==> src/cfd_pkg.sv <==
`timescale 1ns / 1ps
`default_nettype none
// -----------------------------------------------------------------------------
// cfd_pkg
// Shared types, constants and the CRC-16/MODBUS byte update for the deframer.
// -----------------------------------------------------------------------------
package cfd_pkg;

   localparam int MAX_PAYLOAD_DEF = 48;
   localparam int STORE_DEPTH_DEF = 64;
   localparam int RESULT_CAP      = 48;
   localparam int HEAD_BYTES      = 7;
   localparam int CHECK_BYTES     = 2;
   localparam int CW              = 10;

   localparam logic [15:0] CRC_INIT = 16'hFFFF;
   localparam logic [15:0] CRC_POLY = 16'hA001;

   localparam logic [1:0] CSR_SOF_FIRST = 2'd0;
   localparam logic [1:0] CSR_SOF_SECOND = 2'd1;
   localparam logic [1:0] CSR_VERSION   = 2'd2;

   localparam logic [1:0] ST_OK        = 2'd0;
   localparam logic [1:0] ST_BAD_FRAME = 2'd1;
   localparam logic [1:0] ST_BAD_LEN   = 2'd2;

   typedef struct packed {
      logic [7:0] sof_first;
      logic [7:0] sof_second;
      logic [7:0] expected_version;
   } cfg_type;

   typedef struct packed {
      logic [1:0]  status;
      logic [7:0]  node_addr;
      logic [7:0]  command;
      logic [7:0]  sequence_res;
      logic [5:0]  payload_count;
      logic [5:0]  byte_index;
      logic [7:0]  data_byte;
      logic        has_data;
      logic        last;
      logic [31:0] good_total;
      logic [31:0] bad_total;
   } rsp_type;

   function automatic logic [15:0] crc_byte(input logic [15:0] crc, input logic [7:0] b);
      logic [15:0] c;
      c = crc ^ {8'h00, b};
      for (int k = 0; k < 8; k++) begin
         if (c[0]) begin
            c = (c >> 1) ^ CRC_POLY;
         end else begin
            c = c >> 1;
         end
      end
      return c;
   endfunction

endpackage
`default_nettype wire

==> src/cfd_if.sv <==
`timescale 1ns / 1ps
`default_nettype none
// -----------------------------------------------------------------------------
// Deframer channel interfaces
// Byte input, result output and register write channels.
// -----------------------------------------------------------------------------
interface cfd_req_if;
   logic       valid;
   logic       ready;
   logic [7:0] in_byte;
   modport source (output valid, output in_byte, input ready);
   modport sink (input valid, input in_byte, output ready);
endinterface

interface cfd_rsp_if;
   logic        valid;
   logic        ready;
   logic [1:0]  status;
   logic [7:0]  node_addr;
   logic [7:0]  command;
   logic [7:0]  sequence_res;
   logic [5:0]  payload_count;
   logic [5:0]  byte_index;
   logic [7:0]  data_byte;
   logic        has_data;
   logic        last;
   logic [31:0] good_total;
   logic [31:0] bad_total;
   modport source (output valid, output status, output node_addr, output command,
                   output sequence_res, output payload_count, output byte_index,
                   output data_byte, output has_data, output last, output good_total,
                   output bad_total, input ready);
   modport sink (input valid, input status, input node_addr, input command,
                 input sequence_res, input payload_count, input byte_index,
                 input data_byte, input has_data, input last, input good_total,
                 input bad_total, output ready);
endinterface

interface cfd_csr_if;
   logic       valid;
   logic       ready;
   logic [1:0] index;
   logic [7:0] data;
   modport source (output valid, output index, output data, input ready);
   modport sink (input valid, input index, input data, output ready);
endinterface
`default_nettype wire

==> src/cfd_store.sv <==
`timescale 1ns / 1ps
`default_nettype none
// -----------------------------------------------------------------------------
// cfd_store
// Byte store with one write port and one registered read port.
// -----------------------------------------------------------------------------
module cfd_store #(
   parameter int DEPTH = 64,
   parameter int AW    = 6
) (
   input  wire logic          clock,
   input  wire logic          wr_en,
   input  wire logic [AW-1:0] wr_addr,
   input  wire logic [7:0]    wr_data,
   input  wire logic          rd_en,
   input  wire logic [AW-1:0] rd_addr,
   output logic      [7:0]    rd_data
);
   logic [7:0] mem [DEPTH];

   always_ff @(posedge clock) begin
      if (wr_en) begin
         mem[wr_addr] <= wr_data;
      end
   end

   always_ff @(posedge clock) begin
      if (rd_en) begin
         rd_data <= mem[rd_addr];
      end
   end
endmodule
`default_nettype wire

==> src/cfd_seq.sv <==
`timescale 1ns / 1ps
`default_nettype none
// -----------------------------------------------------------------------------
// cfd_seq
// Frame sequencer: start-pair hunt, header and CRC pass, result emission.
// -----------------------------------------------------------------------------
module cfd_seq #(
   parameter int MAX_PAYLOAD = 48,
   parameter int STORE_DEPTH = 64,
   parameter int AW = 6,
   parameter int FW = 7
) (
   input  wire logic            clock,
   input  wire logic            reset,
   input  wire logic            in_valid,
   output logic                 in_ready,
   input  wire logic [7:0]      in_byte,
   input  wire cfd_pkg::cfg_type cfg,
   output logic                 wr_en,
   output logic [AW-1:0]        wr_addr,
   output logic [7:0]           wr_data,
   output logic                 rd_en,
   output logic [AW-1:0]        rd_addr,
   input  wire logic [7:0]      rd_data,
   output logic                 out_valid,
   input  wire logic            out_ready,
   output cfd_pkg::rsp_type     out_data
);
   import cfd_pkg::*;

   localparam logic [3:0] S_IDLE   = 4'd0;
   localparam logic [3:0] S_TOP    = 4'd1;
   localparam logic [3:0] S_SCAN   = 4'd2;
   localparam logic [3:0] S_HCHK   = 4'd3;
   localparam logic [3:0] S_CRC    = 4'd4;
   localparam logic [3:0] S_DECIDE = 4'd5;
   localparam logic [3:0] S_BAD    = 4'd6;
   localparam logic [3:0] S_EMPTY  = 4'd7;
   localparam logic [3:0] S_ERD    = 4'd8;
   localparam logic [3:0] S_ECAP   = 4'd9;
   localparam logic [3:0] S_EPUT   = 4'd10;
   localparam logic [3:0] S_DROP   = 4'd11;

   function automatic logic [AW-1:0] wrap_add(input logic [AW-1:0] base,
                                              input logic [FW-1:0] off);
      logic [AW+1:0] s;
      s = {2'b00, base} + (AW+2)'(off);
      if (s >= (AW+2)'(STORE_DEPTH)) begin
         s = s - (AW+2)'(STORE_DEPTH);
      end
      return s[AW-1:0];
   endfunction

   logic [3:0]    state_ff, state_in;
   logic [AW-1:0] head_ff, head_in;
   logic [FW-1:0] fill_ff, fill_in;
   logic [31:0]   ok_cnt_ff, ok_cnt_in;
   logic [31:0]   bad_cnt_ff, bad_cnt_in;
   logic [6:0]    res_cnt_ff, res_cnt_in;
   logic [FW-1:0] iss_ff, iss_in;
   logic [FW-1:0] ret_off_ff, ret_off_in;
   logic          ret_vld_ff, ret_vld_in;
   logic [7:0]    prev_ff, prev_in;
   logic          prev_vld_ff, prev_vld_in;
   logic [15:0]   crc_ff, crc_in;
   logic [7:0]    ver_ff, ver_in;
   logic [7:0]    addr_ff, addr_in;
   logic [7:0]    plen_ff, plen_in;
   logic          plen_known_ff, plen_known_in;
   logic [7:0]    cmd_ff, cmd_in;
   logic [7:0]    seq_ff, seq_in;
   logic [7:0]    recv_lo_ff, recv_lo_in;
   logic [7:0]    recv_hi_ff, recv_hi_in;
   logic [1:0]    stat_ff, stat_in;
   logic [FW-1:0] drop_ff, drop_in;
   logic [6:0]    emit_i_ff, emit_i_in;
   logic [7:0]    byte_ff, byte_in;
   logic          out_valid_ff, out_valid_in;
   rsp_type       out_ff, out_in;

   logic [CW-1:0] total_w;
   logic [CW-1:0] fill_w;
   logic          capped;
   logic          out_free;
   logic          out_ld;
   logic          plen_bad;

   assign total_w  = CW'(HEAD_BYTES + CHECK_BYTES) + {{(CW-8){1'b0}}, plen_ff};
   assign fill_w   = CW'(fill_ff);
   assign capped   = (res_cnt_ff >= 7'(RESULT_CAP));
   assign out_free = !out_valid_ff || out_ready;
   assign plen_bad = (int'(plen_ff) > MAX_PAYLOAD);

   assign in_ready  = (state_ff == S_IDLE);
   assign out_valid = out_valid_ff;
   assign out_data  = out_ff;

   always_comb begin
      state_in      = state_ff;
      head_in       = head_ff;
      fill_in       = fill_ff;
      ok_cnt_in     = ok_cnt_ff;
      bad_cnt_in    = bad_cnt_ff;
      res_cnt_in    = res_cnt_ff;
      iss_in        = iss_ff;
      ret_off_in    = ret_off_ff;
      ret_vld_in    = 1'b0;
      prev_in       = prev_ff;
      prev_vld_in   = prev_vld_ff;
      crc_in        = crc_ff;
      ver_in        = ver_ff;
      addr_in       = addr_ff;
      plen_in       = plen_ff;
      plen_known_in = plen_known_ff;
      cmd_in        = cmd_ff;
      seq_in        = seq_ff;
      recv_lo_in    = recv_lo_ff;
      recv_hi_in    = recv_hi_ff;
      stat_in       = stat_ff;
      drop_in       = drop_ff;
      emit_i_in     = emit_i_ff;
      byte_in       = byte_ff;
      wr_en         = 1'b0;
      wr_addr       = wrap_add(head_ff, fill_ff);
      wr_data       = in_byte;
      rd_en         = 1'b0;
      rd_addr       = wrap_add(head_ff, iss_ff);
      out_ld        = 1'b0;
      out_in        = out_ff;

      case (state_ff)
         S_IDLE: begin
            if (in_valid) begin
               wr_en      = 1'b1;
               res_cnt_in = '0;
               state_in   = S_TOP;
               if (fill_ff == FW'(STORE_DEPTH)) begin
                  wr_addr = head_ff;
                  fill_in = FW'(1);
               end else begin
                  fill_in = fill_ff + FW'(1);
               end
            end
         end
         S_TOP: begin
            if (fill_ff == '0) begin
               state_in = S_IDLE;
            end else begin
               iss_in      = '0;
               prev_vld_in = 1'b0;
               state_in    = S_SCAN;
            end
         end
         S_SCAN: begin
            if (iss_ff < fill_ff) begin
               rd_en      = 1'b1;
               iss_in     = iss_ff + FW'(1);
               ret_vld_in = 1'b1;
               ret_off_in = iss_ff;
            end
            if (ret_vld_ff) begin
               if (prev_vld_ff && prev_ff == cfg.sof_first && rd_data == cfg.sof_second) begin
                  head_in    = wrap_add(head_ff, ret_off_ff - FW'(1));
                  fill_in    = fill_ff - (ret_off_ff - FW'(1));
                  state_in   = S_HCHK;
               end else begin
                  prev_in     = rd_data;
                  prev_vld_in = 1'b1;
               end
            end else if (iss_ff == fill_ff) begin
               head_in  = wrap_add(head_ff, fill_ff - FW'(1));
               fill_in  = FW'(1);
               state_in = S_IDLE;
            end
         end
         S_HCHK: begin
            if (fill_ff < FW'(HEAD_BYTES)) begin
               state_in = S_IDLE;
            end else begin
               iss_in        = FW'(2);
               plen_known_in = 1'b0;
               crc_in        = CRC_INIT;
               state_in      = S_CRC;
            end
         end
         S_CRC: begin
            if (plen_known_ff && plen_bad) begin
               stat_in  = ST_BAD_LEN;
               drop_in  = FW'(1);
               state_in = S_BAD;
            end else if (plen_known_ff && fill_w < total_w) begin
               state_in = S_IDLE;
            end else begin
               if (iss_ff < FW'(HEAD_BYTES) || (plen_known_ff && CW'(iss_ff) < total_w)) begin
                  rd_en      = 1'b1;
                  iss_in     = iss_ff + FW'(1);
                  ret_vld_in = 1'b1;
                  ret_off_in = iss_ff;
               end
               if (ret_vld_ff) begin
                  if (ret_off_ff == FW'(2)) ver_in = rd_data;
                  if (ret_off_ff == FW'(3)) addr_in = rd_data;
                  if (ret_off_ff == FW'(4)) begin
                     plen_in       = rd_data;
                     plen_known_in = 1'b1;
                  end
                  if (ret_off_ff == FW'(5)) cmd_in = rd_data;
                  if (ret_off_ff == FW'(6)) seq_in = rd_data;
                  if (ret_off_ff < FW'(HEAD_BYTES) ||
                      CW'(ret_off_ff) < total_w - CW'(CHECK_BYTES)) begin
                     crc_in = crc_byte(crc_ff, rd_data);
                  end
                  if (plen_known_ff && CW'(ret_off_ff) == total_w - CW'(2)) begin
                     recv_lo_in = rd_data;
                  end
                  if (plen_known_ff && CW'(ret_off_ff) == total_w - CW'(1)) begin
                     recv_hi_in = rd_data;
                     state_in   = S_DECIDE;
                  end
               end
            end
         end
         S_DECIDE: begin
            drop_in = FW'(total_w);
            if (ver_ff != cfg.expected_version || crc_ff != {recv_hi_ff, recv_lo_ff}) begin
               stat_in  = ST_BAD_FRAME;
               state_in = S_BAD;
            end else begin
               ok_cnt_in = ok_cnt_ff + 32'd1;
               emit_i_in = '0;
               state_in  = (plen_ff == 8'd0) ? S_EMPTY : S_ERD;
            end
         end
         S_BAD: begin
            if (capped || out_free) begin
               out_ld            = !capped;
               out_in            = '0;
               out_in.status     = stat_ff;
               out_in.last       = 1'b1;
               out_in.good_total = ok_cnt_ff;
               out_in.bad_total  = bad_cnt_ff + 32'd1;
               bad_cnt_in        = bad_cnt_ff + 32'd1;
               state_in          = S_DROP;
            end
         end
         S_EMPTY: begin
            if (capped || out_free) begin
               out_ld              = !capped;
               out_in              = '0;
               out_in.status       = ST_OK;
               out_in.node_addr    = addr_ff;
               out_in.command      = cmd_ff;
               out_in.sequence_res = seq_ff;
               out_in.last         = 1'b1;
               out_in.good_total   = ok_cnt_ff;
               out_in.bad_total    = bad_cnt_ff;
               state_in            = S_DROP;
            end
         end
         S_ERD: begin
            rd_en    = 1'b1;
            rd_addr  = wrap_add(head_ff, FW'(HEAD_BYTES) + FW'(emit_i_ff));
            state_in = S_ECAP;
         end
         S_ECAP: begin
            byte_in  = rd_data;
            state_in = S_EPUT;
         end
         S_EPUT: begin
            if (capped || out_free) begin
               out_ld               = !capped;
               out_in.status        = ST_OK;
               out_in.node_addr     = addr_ff;
               out_in.command       = cmd_ff;
               out_in.sequence_res  = seq_ff;
               out_in.payload_count = plen_ff[5:0];
               out_in.byte_index    = emit_i_ff[5:0];
               out_in.data_byte     = byte_ff;
               out_in.has_data      = 1'b1;
               out_in.last          = ({1'b0, emit_i_ff} + 8'd1 == plen_ff);
               out_in.good_total    = ok_cnt_ff;
               out_in.bad_total     = bad_cnt_ff;
               emit_i_in            = emit_i_ff + 7'd1;
               state_in = ({1'b0, emit_i_ff} + 8'd1 == plen_ff) ? S_DROP : S_ERD;
            end
         end
         S_DROP: begin
            head_in    = wrap_add(head_ff, drop_ff);
            fill_in    = fill_ff - drop_ff;
            state_in   = S_TOP;
         end
         default: begin
            state_in = S_IDLE;
         end
      endcase

      if (out_ld) begin
         res_cnt_in   = res_cnt_ff + 7'd1;
         out_valid_in = 1'b1;
      end else begin
         out_valid_in = out_valid_ff && !out_ready;
      end
   end

   always_ff @(posedge clock) begin
      if (reset) begin
         state_ff     <= S_IDLE;
         head_ff      <= '0;
         fill_ff      <= '0;
         ok_cnt_ff    <= '0;
         bad_cnt_ff   <= '0;
         res_cnt_ff   <= '0;
         ret_vld_ff   <= 1'b0;
         out_valid_ff <= 1'b0;
      end else begin
         state_ff     <= state_in;
         head_ff      <= head_in;
         fill_ff      <= fill_in;
         ok_cnt_ff    <= ok_cnt_in;
         bad_cnt_ff   <= bad_cnt_in;
         res_cnt_ff   <= res_cnt_in;
         ret_vld_ff   <= ret_vld_in;
         out_valid_ff <= out_valid_in;
      end
   end

   always_ff @(posedge clock) begin
      iss_ff        <= iss_in;
      ret_off_ff    <= ret_off_in;
      prev_ff       <= prev_in;
      prev_vld_ff   <= prev_vld_in;
      crc_ff        <= crc_in;
      ver_ff        <= ver_in;
      addr_ff       <= addr_in;
      plen_ff       <= plen_in;
      plen_known_ff <= plen_known_in;
      cmd_ff        <= cmd_in;
      seq_ff        <= seq_in;
      recv_lo_ff    <= recv_lo_in;
      recv_hi_ff    <= recv_hi_in;
      stat_ff       <= stat_in;
      drop_ff       <= drop_in;
      emit_i_ff     <= emit_i_in;
      byte_ff       <= byte_in;
      if (out_ld) begin
         out_ff <= out_in;
      end
   end
endmodule
`default_nettype wire

==> src/crc16_frame_deframer_unit.sv <==
`timescale 1ns / 1ps
`default_nettype none
// -----------------------------------------------------------------------------
// crc16_frame_deframer_unit
// Start-pair, length and CRC-16/MODBUS checking deframer over a byte store.
// -----------------------------------------------------------------------------
// Each byte transfer starts a pass that rescans the store at one read per cycle to find
// the start pair, then reads the header and CRC of a complete frame; each payload result
// is read from the store, captured and then offered on the output.
// One byte is taken per pass; output stalls hold the input off. Reset clears the fill
// count, the counters and the output but not the store, and sets the registers to 0xAA,
// 0x55 and version 1.
module crc16_frame_deframer_unit #(
   parameter int MAX_PAYLOAD = cfd_pkg::MAX_PAYLOAD_DEF,
   parameter int STORE_DEPTH = cfd_pkg::STORE_DEPTH_DEF
) (
   input wire logic   clock,
   input wire logic   reset,
   cfd_req_if.sink    req_ch,
   cfd_rsp_if.source  rsp_ch,
   cfd_csr_if.sink    csr_ch
);
   import cfd_pkg::*;

   localparam int AW = $clog2(STORE_DEPTH);
   localparam int FW = $clog2(STORE_DEPTH + 1);

   cfg_type       cfg_ff;
   logic          wr_en;
   logic [AW-1:0] wr_addr;
   logic [7:0]    wr_data;
   logic          rd_en;
   logic [AW-1:0] rd_addr;
   logic [7:0]    rd_data;
   rsp_type       rsp;

   assign csr_ch.ready = 1'b1;

   always_ff @(posedge clock) begin
      if (reset) begin
         cfg_ff.sof_first        <= 8'hAA;
         cfg_ff.sof_second       <= 8'h55;
         cfg_ff.expected_version <= 8'h01;
      end else if (csr_ch.valid) begin
         case (csr_ch.index)
            CSR_SOF_FIRST:  cfg_ff.sof_first        <= csr_ch.data;
            CSR_SOF_SECOND: cfg_ff.sof_second       <= csr_ch.data;
            CSR_VERSION:    cfg_ff.expected_version <= csr_ch.data;
            default: begin
            end
         endcase
      end
   end

   cfd_store #(
      .DEPTH (STORE_DEPTH),
      .AW    (AW)
   ) u_store (
      .clock   (clock),
      .wr_en   (wr_en),
      .wr_addr (wr_addr),
      .wr_data (wr_data),
      .rd_en   (rd_en),
      .rd_addr (rd_addr),
      .rd_data (rd_data)
   );

   cfd_seq #(
      .MAX_PAYLOAD (MAX_PAYLOAD),
      .STORE_DEPTH (STORE_DEPTH),
      .AW          (AW),
      .FW          (FW)
   ) u_seq (
      .clock     (clock),
      .reset     (reset),
      .in_valid  (req_ch.valid),
      .in_ready  (req_ch.ready),
      .in_byte   (req_ch.in_byte),
      .cfg       (cfg_ff),
      .wr_en     (wr_en),
      .wr_addr   (wr_addr),
      .wr_data   (wr_data),
      .rd_en     (rd_en),
      .rd_addr   (rd_addr),
      .rd_data   (rd_data),
      .out_valid (rsp_ch.valid),
      .out_ready (rsp_ch.ready),
      .out_data  (rsp)
   );

   assign rsp_ch.status        = rsp.status;
   assign rsp_ch.node_addr     = rsp.node_addr;
   assign rsp_ch.command       = rsp.command;
   assign rsp_ch.sequence_res  = rsp.sequence_res;
   assign rsp_ch.payload_count = rsp.payload_count;
   assign rsp_ch.byte_index    = rsp.byte_index;
   assign rsp_ch.data_byte     = rsp.data_byte;
   assign rsp_ch.has_data      = rsp.has_data;
   assign rsp_ch.last          = rsp.last;
   assign rsp_ch.good_total    = rsp.good_total;
   assign rsp_ch.bad_total     = rsp.bad_total;
endmodule
`default_nettype wire

==> src/flat_wrapper.sv <==
// flat-port wrapper written by rule: the top's interface ports become plain ports
module crc16_frame_deframer_unit_flat import cfd_pkg::*;
#(
   parameter int MAX_PAYLOAD = cfd_pkg::MAX_PAYLOAD_DEF,
   parameter int STORE_DEPTH = cfd_pkg::STORE_DEPTH_DEF
)
  (clock, reset, req_ch_valid, req_ch_in_byte, req_ch_ready, rsp_ch_valid, rsp_ch_status, rsp_ch_node_addr, rsp_ch_command, rsp_ch_sequence_res, rsp_ch_payload_count, rsp_ch_byte_index, rsp_ch_data_byte, rsp_ch_has_data, rsp_ch_last, rsp_ch_good_total, rsp_ch_bad_total, rsp_ch_ready, csr_ch_valid, csr_ch_index, csr_ch_data, csr_ch_ready);
  cfd_req_if req_ch_i ();
  cfd_rsp_if rsp_ch_i ();
  cfd_csr_if csr_ch_i ();
  input wire logic clock;
  input wire logic reset;
  input wire logic [$bits(req_ch_i.valid)-1:0] req_ch_valid;
  input wire logic [$bits(req_ch_i.in_byte)-1:0] req_ch_in_byte;
  output wire logic [$bits(req_ch_i.ready)-1:0] req_ch_ready;
  output wire logic [$bits(rsp_ch_i.valid)-1:0] rsp_ch_valid;
  output wire logic [$bits(rsp_ch_i.status)-1:0] rsp_ch_status;
  output wire logic [$bits(rsp_ch_i.node_addr)-1:0] rsp_ch_node_addr;
  output wire logic [$bits(rsp_ch_i.command)-1:0] rsp_ch_command;
  output wire logic [$bits(rsp_ch_i.sequence_res)-1:0] rsp_ch_sequence_res;
  output wire logic [$bits(rsp_ch_i.payload_count)-1:0] rsp_ch_payload_count;
  output wire logic [$bits(rsp_ch_i.byte_index)-1:0] rsp_ch_byte_index;
  output wire logic [$bits(rsp_ch_i.data_byte)-1:0] rsp_ch_data_byte;
  output wire logic [$bits(rsp_ch_i.has_data)-1:0] rsp_ch_has_data;
  output wire logic [$bits(rsp_ch_i.last)-1:0] rsp_ch_last;
  output wire logic [$bits(rsp_ch_i.good_total)-1:0] rsp_ch_good_total;
  output wire logic [$bits(rsp_ch_i.bad_total)-1:0] rsp_ch_bad_total;
  input wire logic [$bits(rsp_ch_i.ready)-1:0] rsp_ch_ready;
  input wire logic [$bits(csr_ch_i.valid)-1:0] csr_ch_valid;
  input wire logic [$bits(csr_ch_i.index)-1:0] csr_ch_index;
  input wire logic [$bits(csr_ch_i.data)-1:0] csr_ch_data;
  output wire logic [$bits(csr_ch_i.ready)-1:0] csr_ch_ready;
  assign req_ch_i.valid = req_ch_valid;
  assign req_ch_i.in_byte = req_ch_in_byte;
  assign req_ch_ready = req_ch_i.ready;
  assign rsp_ch_valid = rsp_ch_i.valid;
  assign rsp_ch_status = rsp_ch_i.status;
  assign rsp_ch_node_addr = rsp_ch_i.node_addr;
  assign rsp_ch_command = rsp_ch_i.command;
  assign rsp_ch_sequence_res = rsp_ch_i.sequence_res;
  assign rsp_ch_payload_count = rsp_ch_i.payload_count;
  assign rsp_ch_byte_index = rsp_ch_i.byte_index;
  assign rsp_ch_data_byte = rsp_ch_i.data_byte;
  assign rsp_ch_has_data = rsp_ch_i.has_data;
  assign rsp_ch_last = rsp_ch_i.last;
  assign rsp_ch_good_total = rsp_ch_i.good_total;
  assign rsp_ch_bad_total = rsp_ch_i.bad_total;
  assign rsp_ch_i.ready = rsp_ch_ready;
  assign csr_ch_i.valid = csr_ch_valid;
  assign csr_ch_i.index = csr_ch_index;
  assign csr_ch_i.data = csr_ch_data;
  assign csr_ch_ready = csr_ch_i.ready;
  crc16_frame_deframer_unit #(.MAX_PAYLOAD(MAX_PAYLOAD), .STORE_DEPTH(STORE_DEPTH)) u_core (.clock(clock), .reset(reset), .req_ch(req_ch_i), .rsp_ch(rsp_ch_i), .csr_ch(csr_ch_i));
endmodule
==> config.mk <==
export PLATFORM = sky130hd
export DESIGN_NAME = crc16_frame_deframer_unit_flat
export DESIGN_NICKNAME = d
export VERILOG_FILES = /design/src/cfd_pkg.sv /design/src/cfd_if.sv /design/src/cfd_store.sv /design/src/cfd_seq.sv /design/src/crc16_frame_deframer_unit.sv /design/src/flat_wrapper.sv
export SDC_FILE = /design/constraint.sdc
export NUM_CORES = 1
export LEC_CHECK = 0
export BUFFER_PORTS_ARGS = -buffer_cell sky130_fd_sc_hd__buf_4
export CAP_MARGIN = 30
export CORE_UTILIZATION = 46
export CTS_CLUSTER_SIZE = 12
export DETAILED_ROUTE_END_ITERATION = 6
export PLACE_DENSITY_LB_ADDON = 0.3
export SYNTH_ARGS = -nofsm -noshare
export SYNTH_HDL_FRONTEND = slang
export SYNTH_SLANG_ARGS = --single-unit
==> constraint.sdc <==
create_clock -name clock -period 6.1 [get_ports clock]
set_clock_uncertainty 0.05 [all_clocks]
set_input_delay 0.915 -clock clock [delete_from_list [all_inputs] [get_ports clock]]
set_output_delay 0.915 -clock clock [all_outputs]
set_load 0.02 [all_outputs]
==> summary.md, run 1 <==
| Metric | Value |
|---|---|
| Worst setup EP type | flop |
| Yosys reg bits | 866 |
| Final global-route overflow total | 0 |
| Most common cell in the synthesized netlist | edfxtp_1 |
| Hold crit path type | flop to flop |
| Required @ worst endpoint | 6.42 ns |
| Main synth FF type | edfxtp_1 |
| Layout cells sized above 1 | 21.92% |
| Setup violations, final | 0 |
| Area leader, netlist | edfxtp_1 |
| Number of synthesized flops with an enable pin | 752 |
| Yosys top cell area share | 60.35% |
| Warnings from Yosys | 0 |
| Worst EP arrival | 5.43 ns |
| Leak | 14.38 nW |
| 1st-pass router iterations | 6 |
| Initial Utilization | 46.46% |
| Vias/cell | 5.768 |
| P per Cell Area | 452.1 mW/mm² |
| Clock slew at reported path FFs | 0.06 ns |
| H-Tree Depth | 3 |
| Clock Sinks | 866 |
| Placed Cells | 3589 |
| Seq/Total Area, Yosys | 66.44% |
| Filler Cells Inserted | 6379 |
| Non-Filler Instances | 3747 |
| Peak supply drop | 446.6 µV |
| Core Box Area | 0.08055 mm² |
| Overall routed net length | 85720 µm |
| Setup TNS | 0 ns |
| Max_cap viols | 0 |
| Clock latency on the worst-skew pair | 0.65 ns |
| CTS Root Cell | clkbuf_16 |
| Mapped cell area | 0.03742 mm² |
| Die width | 287.2 µm |
| Detail Route Antenna Nets | 0 |
| Initial antenna violation count | 0 |
| Hold buffers post-CTS | 0 |
| Syn-to-layout area delta | 15.01% |
| Largest fanout on the critical path | 34 |
| Postcts setup bufs | 0 |
| Async SR Flop Fraction | 0% |
| Worst Setup Start Kind | flop |
| Slew HR | 27.89% |
| Area occupied by multi-input gates | 0.01215 mm² |
| Clock buffer depth | 3 |
| DRC Markers | 0 |
| Number of global-route vias before repair | 21260 |
| Fin crit share | 83.81% |
| Pins Over Slew Limit | 0 |
| Synth top cells by count | edfxtp_1, nor2_1, mux4_2 |
| DIE AREA | 0.08250 mm² |
| First-pass GRT wire length | 130900 µm |
| Largest net degree at the start of global routing | 79 |
| Worst-Margin Slew | 1.076 ns |
| Drt first-iter violations | 1947 |
| Placer Congestion | 0.9027 |
| Tmin final | 5.113 ns |
| Syn Area/Cell | 15.31 µm² |
| Die height | 287.2 µm |
| Flop2flop setup slack | 0.99 ns |
| Drt wl/cell | 22.88 µm |
| Gr usage total | 21.01% |
| CTS tree | yes |
| RSZ-0062 raised after global routing | no |
| Max Clock Freq | 195.6 MHz |
| Crit path kind | flop to flop |
| Number of CTS-inserted buffers | 89 |
| ANT cells | 0 |
| IO Pins | 138 |
| I/O Buffers | 136 |
| Final Hold Viols | 0 |
| Post-CTS resize count | 0 |
| Cells after Synth | 2445 |
| Yosys cell types | 79 |
| Nets | 2727 |
| Synth area leaders | edfxtp_1, mux4_2, dfxtp_1 |
| Status | finished clean |
| Dpl hpwl | 55570 µm |
| Routed via count | 21610 |
| FF/Latch Area | 0.02486 mm² |
| Row count | 104 |
| Syn nets | 2542 |
==> flip-flops by register name (all words and copies together), names as in the netlist, 16 cells and up <==
| name | count |
|---|---|
| u_core.u_seq.out_data | 112 |
| u_core.u_seq.crc_ff | 16 |
| u_core.u_store.mem | 512 |
| u_core.u_seq.bad_cnt_ff | 32 |
| u_core.cfg_ff | 24 |
| u_core.u_seq.ok_cnt_ff | 32 |
==> metal layers <==
layer / wire length [µm] / up-vias / part of all wire (%) / track usage, %
li1: - / 9710 / - / -
met1: 35630 / 10960 / 42 / 28.36
met2: 42400 / 769 / 49 / 35.14
met3: 5189 / 175 / 6.1 / 3.143
met4: 2495 / 0 / 2.9 / 6.489
met5: 0 / - / 0 / 0
==> stage by stage <==
stage                     cell area [µm²]  utilization [%]  hold WS (ns)  setup WS, ns  total power [mW]
after floorplan                     37420                -        0.3731         1.531             12.30
after global placement              39970            49.62        0.3845         1.091             14.30
after detailed placement            40260            49.98        0.3924        0.9737             14.48
after CTS                           42930            53.30        0.4017        0.9812             19.57
after global routing                43040            53.43        0.4184        0.7973             20.29
final                               43040            53.43        0.3998        0.9873             19.46
==> report_power, final <==
part	internal (mW)	switching (mW)
sequential	6.86	0.284
combinational	3.30	3.94
clock	2.89	2.19
==> worst max-delay path: stages, from the launching register on <==
cell	delay, ns
dfxtp_1	0.64
nor3b_2	0.29
nand2b_1	0.18
o21ai_0	0.43
ha_4	0.21
inv_1	0.05
fa_4	0.98
buf_4	0.49
mux4_2	0.39
mux4_2	0.48
nor2b_1	0.15
a211oi_1	0.41
a21oi_1	0.09
==> layout make-up <==
type	instances	area share [%]
multi-input cells	1392	28.22
inverters	68	0.5989
clock buffers	121	5.620
well taps	1060	3.082
flip-flops and latches	866	57.77
clock inverters	27	0.5960
repair buffers	213	4.108
==> worst paths after layout <==
path,endpoint,depth (start not counted),start
worst max-delay path,u_core.u_store.rd_data[6]$_DFFE_PP_,12,u_core.u_seq.state_ff[3]$_SDFFE_PP0P_
worst min-delay path,u_core.u_seq.res_cnt_ff[5]$_SDFFE_PP0P_,2,u_core.u_seq.res_cnt_ff[5]$_SDFFE_PP0P_
worst min register to register,u_core.u_seq.res_cnt_ff[5]$_SDFFE_PP0P_,2,u_core.u_seq.res_cnt_ff[5]$_SDFFE_PP0P_
worst max register to register,u_core.u_store.rd_data[6]$_DFFE_PP_,12,u_core.u_seq.state_ff[3]$_SDFFE_PP0P_
==> cell families (layout without fill, tap and decap cells) <==
group | count (synthesis) | after routing | synth area share (%)
mux | 210 | 210 | 11.02
xor+xnor | 193 | 193 | 4.591
compound gates | 234 | 234 | 3.925
fa+ha+maj | 74 | 74 | 2.575
flops | 866 | 866 | 66.44
simple gates | 680 | 680 | 9.395
buf+inv | 187 | 429 | 2.036
other cells | 1 | 1 | 0.01002
==> layout by cell type (no fill, tap or decap), types with 47 or more instances in the layout <==
master and n:
clkbuf_16 90, xnor2_1 94, nor2_1 172, ha_1 68, inv_1 64, nor3_1 47, buf_4 176, xor2_1 91
nand2_1 106, a21oi_1 68, nor3_2 56, o21ai_0 62, mux4_2 160, nand3_1 51, dfxtp_1 114, edfxtp_1 752
Power figures use the tool's default switching activity.
==> inputs of run 2 (changes only) <==
==> constraint.sdc (replaced) <==
create_clock -name clock -period 4.9 [get_ports clock]
set_clock_uncertainty 0.05 [all_clocks]
set_input_delay 0.735 -clock clock [delete_from_list [all_inputs] [get_ports clock]]
set_output_delay 0.735 -clock clock [all_outputs]
set_load 0.02 [all_outputs]
==> run 2 against run 1 <==
Compared with the run above: register-to-register slack lost 0.75 ns; via count fell by 0.82%; cell area is 0.27% higher; wire length decreased by 3.6%; critical path type unchanged.
==> summary.md, run 2 (same netlist as run 1, synthesis figures left out) <==
| Metric | Value |
|---|---|
| Tmin final | 4.662 ns (-0.4509 ns) |
| Drt wl/cell | 21.71 µm (-5.1%) |
| Power share of the clock group | 26.5% (+0.4 points) |
| First-pass GRT wire length | 128100 µm (-2.1%) |
| Routed via count | 21440 (-0.82%) |
| Number of global-route vias before repair | 21590 (+1.5%) |
| DIE AREA | 0.08250 mm² (unchanged) |
| Share of power burned in registers | 36.2% (-0.5 points) |
| Drt first-iter violations | 1788 (-8.2%) |
| Die height | 287.2 µm (unchanged) |
| Worst Setup Start Kind | flop |
| I/O Buffers | 136 (unchanged) |
| Placer Congestion | 0.9025 (about the same) |
| Worst EP arrival | 5.00 ns (-0.43 ns) |
| Crit path kind | flop to flop |
| Pint | 16.64 mW (+27%) |
| Pins Over Slew Limit | 0 (unchanged) |
| Clock Sinks | 866 (unchanged) |
| Overall routed net length | 82670 µm (-3.6%) |
| Status | finished clean |
| Dpl hpwl | 56060 µm (+0.89%) |
| Met2 GRT Util | 34.03% (-1.1 points) |
| Setup violations, final | 0 (unchanged) |
| Peak supply drop | 611.7 µV (+37%) |
| Vias/cell | 5.629 (-2.4%) |
| Post-CTS resize count | 0 (unchanged) |
| Biggest register | u_core.u_store.mem |
| Hold crit path type | input port to flop |
| Final Hold Viols | 0 (unchanged) |
| Row count | 104 (unchanged) |
| Switching Fraction | 32.27% (-0.66 points) |
| DRC Markers | 0 (unchanged) |
| Gr busiest metal | met2 |
| Most frequent cells in the layout | edfxtp_1, buf_4, nor2_1, mux4_2, dfxtp_1 |
| Commonest non-fill, non-tap cell in the layout | edfxtp_1 |
| Comb power frac | 37.3% (about the same) |
| Worst setup EP type | flop |
| Fin area | 0.04315 mm² (+0.27%) |
| Gr usage total | 20.28% (-0.73 points) |
| Met1 Resource Use GR | 27.07% (-1.3 points) |
| Hold buffers post-CTS | 0 (unchanged) |
| NetSw | 7.927 mW (+24%) |
| FF/Latch Area | 0.02486 mm² (unchanged) |
| Leak | 14.61 nW (+1.6%) |
| Largest fanout on the critical path | 33 (-2.9%) |
| Post-layout util | 53.58% (+0.15 points) |
| Filler Cells Inserted | 6435 (+0.88%) |
| Postcts setup bufs | 0 (unchanged) |
| Nets | 2774 (+1.7%) |
| Detail Route Antenna Nets | 0 (unchanged) |
| H-Tree Depth | 3 (unchanged) |
| Initial Utilization | 46.46% (unchanged) |
| Initial antenna violation count | 2 (+2) |
| Clock latency on the worst-skew pair | 0.65 ns (about the same) |
| Clock buffer depth | 3 (unchanged) |
| Area after DPL | 0.04032 mm² (+0.16%) |
| 1st-pass router iterations | 5 (-1) |
| IO Pins | 138 (unchanged) |
| Area occupied by multi-input gates | 0.01186 mm² (-2.3%) |
| Max_cap viols | 0 (unchanged) |
| Required @ worst endpoint | 5.24 ns (-1.18 ns) |
| Core Box Area | 0.08055 mm² (unchanged) |
| RSZ-0062 raised after global routing | no |
| Syn-to-layout area delta | 15.32% |
| Met3 GRT Util | 3.056% (-0.087 points) |
| Final global-route overflow total | 0 (unchanged) |
| P per Cell Area | 569.3 mW/mm² (+26%) |
| Slew HR | 35.48% (+7.6 points) |
| Largest net degree at the start of global routing | 72 (-8.9%) |
| Die width | 287.2 µm (unchanged) |
| Max FFs per register | 512 (unchanged) |
| Clock slew at reported path FFs | 0.06 ns (about the same) |
| Number of CTS-inserted buffers | 92 (+3.4%) |
| CTS Root Cell | clkbuf_16 |
| Setup WS pre-CTS | 0.2674 ns (-0.7063 ns) |
| Setup TNS | 0 ns (unchanged) |
| Final Power | 24.57 mW (+26%) |
| Fin crit share | 95.14% (+11 points) |
| Worst-Margin Slew | 0.9636 ns (-0.1122 ns) |
| CTS tree | yes |
| Max Clock Freq | 214.5 MHz (+9.7%) |
| Layout cells sized above 1 | 21.27% (-0.65 points) |
| Final WS setup | 0.2382 ns (-0.7491 ns) |
==> run 2: worst max-delay path, cell delays in order (launching register included) <==
cell and delay, ns:
dfxtp_1 0.45, nor3b_2 0.26, nand2b_1 0.19, o21ai_0 0.51, ha_4 0.22, inv_1 0.05, fa_4 0.82, buf_12 0.24
buf_12 0.26, mux4_2 0.35, mux4_2 0.48, mux2i_1 0.40, a21oi_1 0.13
==> run 2: worst paths after layout <==
path | start | endpoint | slack (ns) | cells after the start
worst max-delay path | u_core.u_seq.state_ff[0]$_SDFFE_PP0P_ | u_core.u_store.rd_data[3]$_DFFE_PP_ | 0.24 | 12
worst min register to register | u_core.u_seq.ok_cnt_ff[30]$_SDFFE_PP0P_ | u_core.u_seq.out_data[62]$_DFFE_PP_ | 0.42 | 0
worst min-delay path | csr_ch_data[5] | u_core.cfg_ff[21]$_SDFFE_PP1P_ | 0.28 | 2
worst max register to register | u_core.u_seq.state_ff[0]$_SDFFE_PP0P_ | u_core.u_store.rd_data[3]$_DFFE_PP_ | 0.24 | 12
==> run 2: cell type report <==
cell class / instances / share of cell area (%)
Tap cell: 1060 / 3.073
Timing Repair Buffer: 257 / 4.680
Clock buffer: 136 / 5.929
Sequential cell: 866 / 57.62
Multi-Input combinational cell: 1392 / 27.49
Inverter: 68 / 0.5973
Clock inverter: 27 / 0.6031
Antenna cell: 2 / 0.01160
==> run 2: stage by stage <==
stage | hold slack, ns | std cells
floorplan | 0.3731 | 2445
global placement | 0.3827 | 3640
detailed placement | 0.3959 | 3642
CTS | 0.2469 | 3805
global route | 0.2535 | 3808
finish | 0.2776 | 3808
==> run 2: power by group through the flow <==
| stage | clock network, mW | registers [mW] | logic, mW |
|---|---|---|---|
| after floorplan | 0 | 8.97 | 6.34 |
| after global placement | 0 | 9.04 | 8.98 |
| after detailed placement | 0 | 9.05 | 9.16 |
| after CTS | 6.64 | 8.90 | 9.22 |
| after global routing | 6.92 | 8.93 | 9.81 |
| final | 6.51 | 8.90 | 9.16 |
==> run 2: layer usage <==
metal  part of all wire [%]  vias to the layer above
met5                      0                        -
met4                    2.8                        0
met3                    5.5                      145
met2                     49                      666
met1                     42                    10810
li1                       -                     9819
==> inputs of run 3 (changes only) <==
--- a/config.mk
+++ b/config.mk
@@ -10,7 +10,6 @@
 export CORE_UTILIZATION = 46
 export CTS_CLUSTER_SIZE = 12
 export DETAILED_ROUTE_END_ITERATION = 6
-export PLACE_DENSITY_LB_ADDON = 0.3
 export SYNTH_ARGS = -nofsm -noshare
 export SYNTH_HDL_FRONTEND = slang
 export SYNTH_SLANG_ARGS = --single-unit
==> constraint.sdc (replaced) <==
create_clock -name clock -period 5 [get_ports clock]
set_clock_uncertainty 0.05 [all_clocks]
set_input_delay 0.75 -clock clock [delete_from_list [all_inputs] [get_ports clock]]
set_output_delay 0.75 -clock clock [all_outputs]
set_load 0.02 [all_outputs]
==> run 3 against run 2 <==
Compared with the run above: the flow now finishes with violations (design-rule violations); sequential power down 2.6%; wire length up 1.2%; critical path depth up 2; first-iteration DRC count down 11%.
==> summary.md, run 3 (same netlist as run 1, synthesis figures left out) <==
| Metric | Value |
|---|---|
| Layout cells sized above 1 | 21.45% (+0.18 points) |
| Nets | 2781 (+0.25%) |
| DIE AREA | 0.08250 mm² (unchanged) |
| Max_cap viols | 0 (unchanged) |
| Filler Cells Inserted | 6537 (+1.6%) |
| Pins Over Slew Limit | 0 (unchanged) |
| Commonest non-fill, non-tap cell in the layout | edfxtp_1 |
| Overall routed net length | 83690 µm (+1.2%) |
| Setup TNS | 0 ns (unchanged) |
| Gr usage total | 20.45% (+0.17 points) |
| Status | complete, but fails checks |
| Syn-to-layout area delta | 15.63% |
| Crit-path cells | buf_4 > nor3b_2 > nand2b_1 > o21ai_0 > buf_4 > ha_4 > inv_1 > fa_4 > buf_12 > mux4_2 > mux4_2 > nor2b_1 > a211oi_1 > a21oi_1 |
| Worst EP arrival | 4.99 ns (about the same) |
| Clock slew at reported path FFs | 0.06 ns (about the same) |
| CTS tree | yes |
| Required @ worst endpoint | 5.34 ns (+0.10 ns) |
| Dpl hpwl | 56500 µm (+0.77%) |
| Fin crit share | 92.98% (-2.2 points) |
| Die height | 287.2 µm (unchanged) |
| Initial antenna violation count | 0 (-2) |
| Most frequent cells in the layout | edfxtp_1, buf_4, nor2_1, mux4_2, dfxtp_1 |
| IO Pins | 138 (unchanged) |
| Vias/cell | 5.567 (-1.1%) |
| Worst setup EP type | flop |
| Peak supply drop | 437.0 µV (-29%) |
| Hold buffers post-CTS | 0 (unchanged) |
| Clock Sinks | 866 (unchanged) |
| Largest net degree at the start of global routing | 98 (+36%) |
| Placer Congestion | 0.8855 (-1.9%) |
| Hold crit path type | input port to flop |
| P per Cell Area | 557.3 mW/mm² (-2.1%) |
| Biggest register | u_core.u_store.mem |
| Setup violations, final | 0 (unchanged) |
| Final global-route overflow total | 0 (unchanged) |
| 1st-pass router iterations | 7 (+2) |
| CP max-delay cell | fa_4 |
| Largest fanout on the critical path | 38 (+15%) |
| RSZ-0062 raised after global routing | no |
| Routed via count | 21210 (-1.0%) |
| ANT cells | 0 (-2) |
| First-pass GRT wire length | 128200 µm (+0.14%) |
| Detail Route Antenna Nets | 0 (unchanged) |
| Worst-Margin Slew | 0.9969 ns (+0.03328 ns) |
| Clock buffer depth | 3 (unchanged) |
| Tmin final | 4.649 ns (-0.01276 ns) |
| H-Tree Depth | 3 (unchanged) |
| Worst Setup Start Kind | flop |
| Post-CTS resize count | 0 (unchanged) |
| Initial Utilization | 46.46% (unchanged) |
| I/O Buffers | 136 (unchanged) |
| Max FFs per register | 512 (unchanged) |
| Number of global-route vias before repair | 21360 (-1.1%) |
| Core Box Area | 0.08055 mm² (unchanged) |
| Crit path kind | flop to flop |
| Leak | 14.67 nW (+0.42%) |
| Max Clock Freq | 215.1 MHz (+0.27%) |
| Failing checks | design-rule violations |
| Drt first-iter violations | 1593 (-11%) |
| CP peak stage delay | 1.00 ns (+0.18 ns) |
| Postcts setup bufs | 0 (unchanged) |
| Final Hold Viols | 0 (unchanged) |
| Slew HR | 33.03% (-2.4 points) |
| Number of CTS-inserted buffers | 93 (+1.1%) |
| Drt wl/cell | 21.96 µm (+1.2%) |
| Row count | 104 (unchanged) |
| Final Power | 24.12 mW (-1.8%) |
| CTS Root Cell | clkbuf_16 |
| Die width | 287.2 µm (unchanged) |
| DRC Markers | 1 (+1) |
| Clock latency on the worst-skew pair | 0.65 ns (about the same) |
==> run 3: cell count changes in the layout (fill, tap and decap cells not counted), moves of 2 or more <==
cell	previous run	this run
bufinv_16	2	4
clkinv_16	1	3
inv_16	2	0
clkbuf_1	36	19
buf_4	247	253
clkbuf_8	7	2
clkinv_4	2	0
clkinv_1	6	22
clkinv_2	10	14
diode_2	2	0
clkbuf_16	93	96
==> run 3: metrics by stage <==
stage | utilization, % | hold WS [ns] | setup slack (ns) | cells | cell area, µm²
6_report | 53.72 | 0.2942 | 0.3510 | 3811 | 43270
5_1_grt | 53.72 | 0.2803 | 0.1272 | 3811 | 43270
4_1_cts | 53.69 | 0.2520 | 0.2835 | 3809 | 43250
3_5_place_dp | 50.11 | 0.3936 | 0.3011 | 3647 | 40370
3_3_place_gp | 50.11 | 0.3883 | 0.3489 | 3646 | 40360
2_1_floorplan | - | 0.3731 | 0.4309 | 2445 | 37420
==> run 3: per-layer routing <==
layer  GRT usage (%)  vias up  share of wire, %
met4           7.314        0               3.0
met1           26.85    10700                43
met3           2.873      158               4.3
li1                -     9812                 -
met2           34.72      547                50
met5               0        -                 0
==> run 3: where the power goes <==
group | total (mW) | internal, mW | switching, mW
combinational | 8.97 | 4.27 | 4.70
sequential | 8.67 | 8.37 | 0.302
clock | 6.47 | 3.73 | 2.74
total | 24.1 | 16.4 | 7.74
==> run 3: critical path: cells and delay by family, from the launching register on <==
family	cells	cell delay [ns]
AOI/OAI and AO/OA	3	0.76
adders and majority gates	2	1.12
buffers and inverters	4	0.73
DFF	1	0.35
muxes	2	0.83
and+or+nand+nor	3	0.55
==> run 3: worst paths after layout <==
path / from / end / slack, ns / cells past startpoint
worst min register to register: u_core.u_seq.ok_cnt_ff[31]$_SDFFE_PP0P_ / u_core.u_seq.out_data[63]$_DFFE_PP_ / 0.41 / 0
worst min-delay path: csr_ch_data[5] / u_core.cfg_ff[21]$_SDFFE_PP1P_ / 0.29 / 2
worst max-delay path: u_core.u_seq.state_ff[3]$_SDFFE_PP0P_ / u_core.u_store.rd_data[4]$_DFFE_PP_ / 0.35 / 14
worst max register to register: u_core.u_seq.state_ff[3]$_SDFFE_PP0P_ / u_core.u_store.rd_data[4]$_DFFE_PP_ / 0.35 / 14
==> run 3: final cells by class <==
type | count | area (µm²) | share of cell area (%)
Sequential cell | 866 | 24860 | 57.46
Multi-Input combinational cell | 1392 | 11870 | 27.44
Clock buffer | 117 | 2501 | 5.780
Timing Repair Buffer | 263 | 2069 | 4.783
Tap cell | 1060 | 1326 | 3.065
Clock inverter | 45 | 377.9 | 0.8733
Inverter | 68 | 257.7 | 0.5957
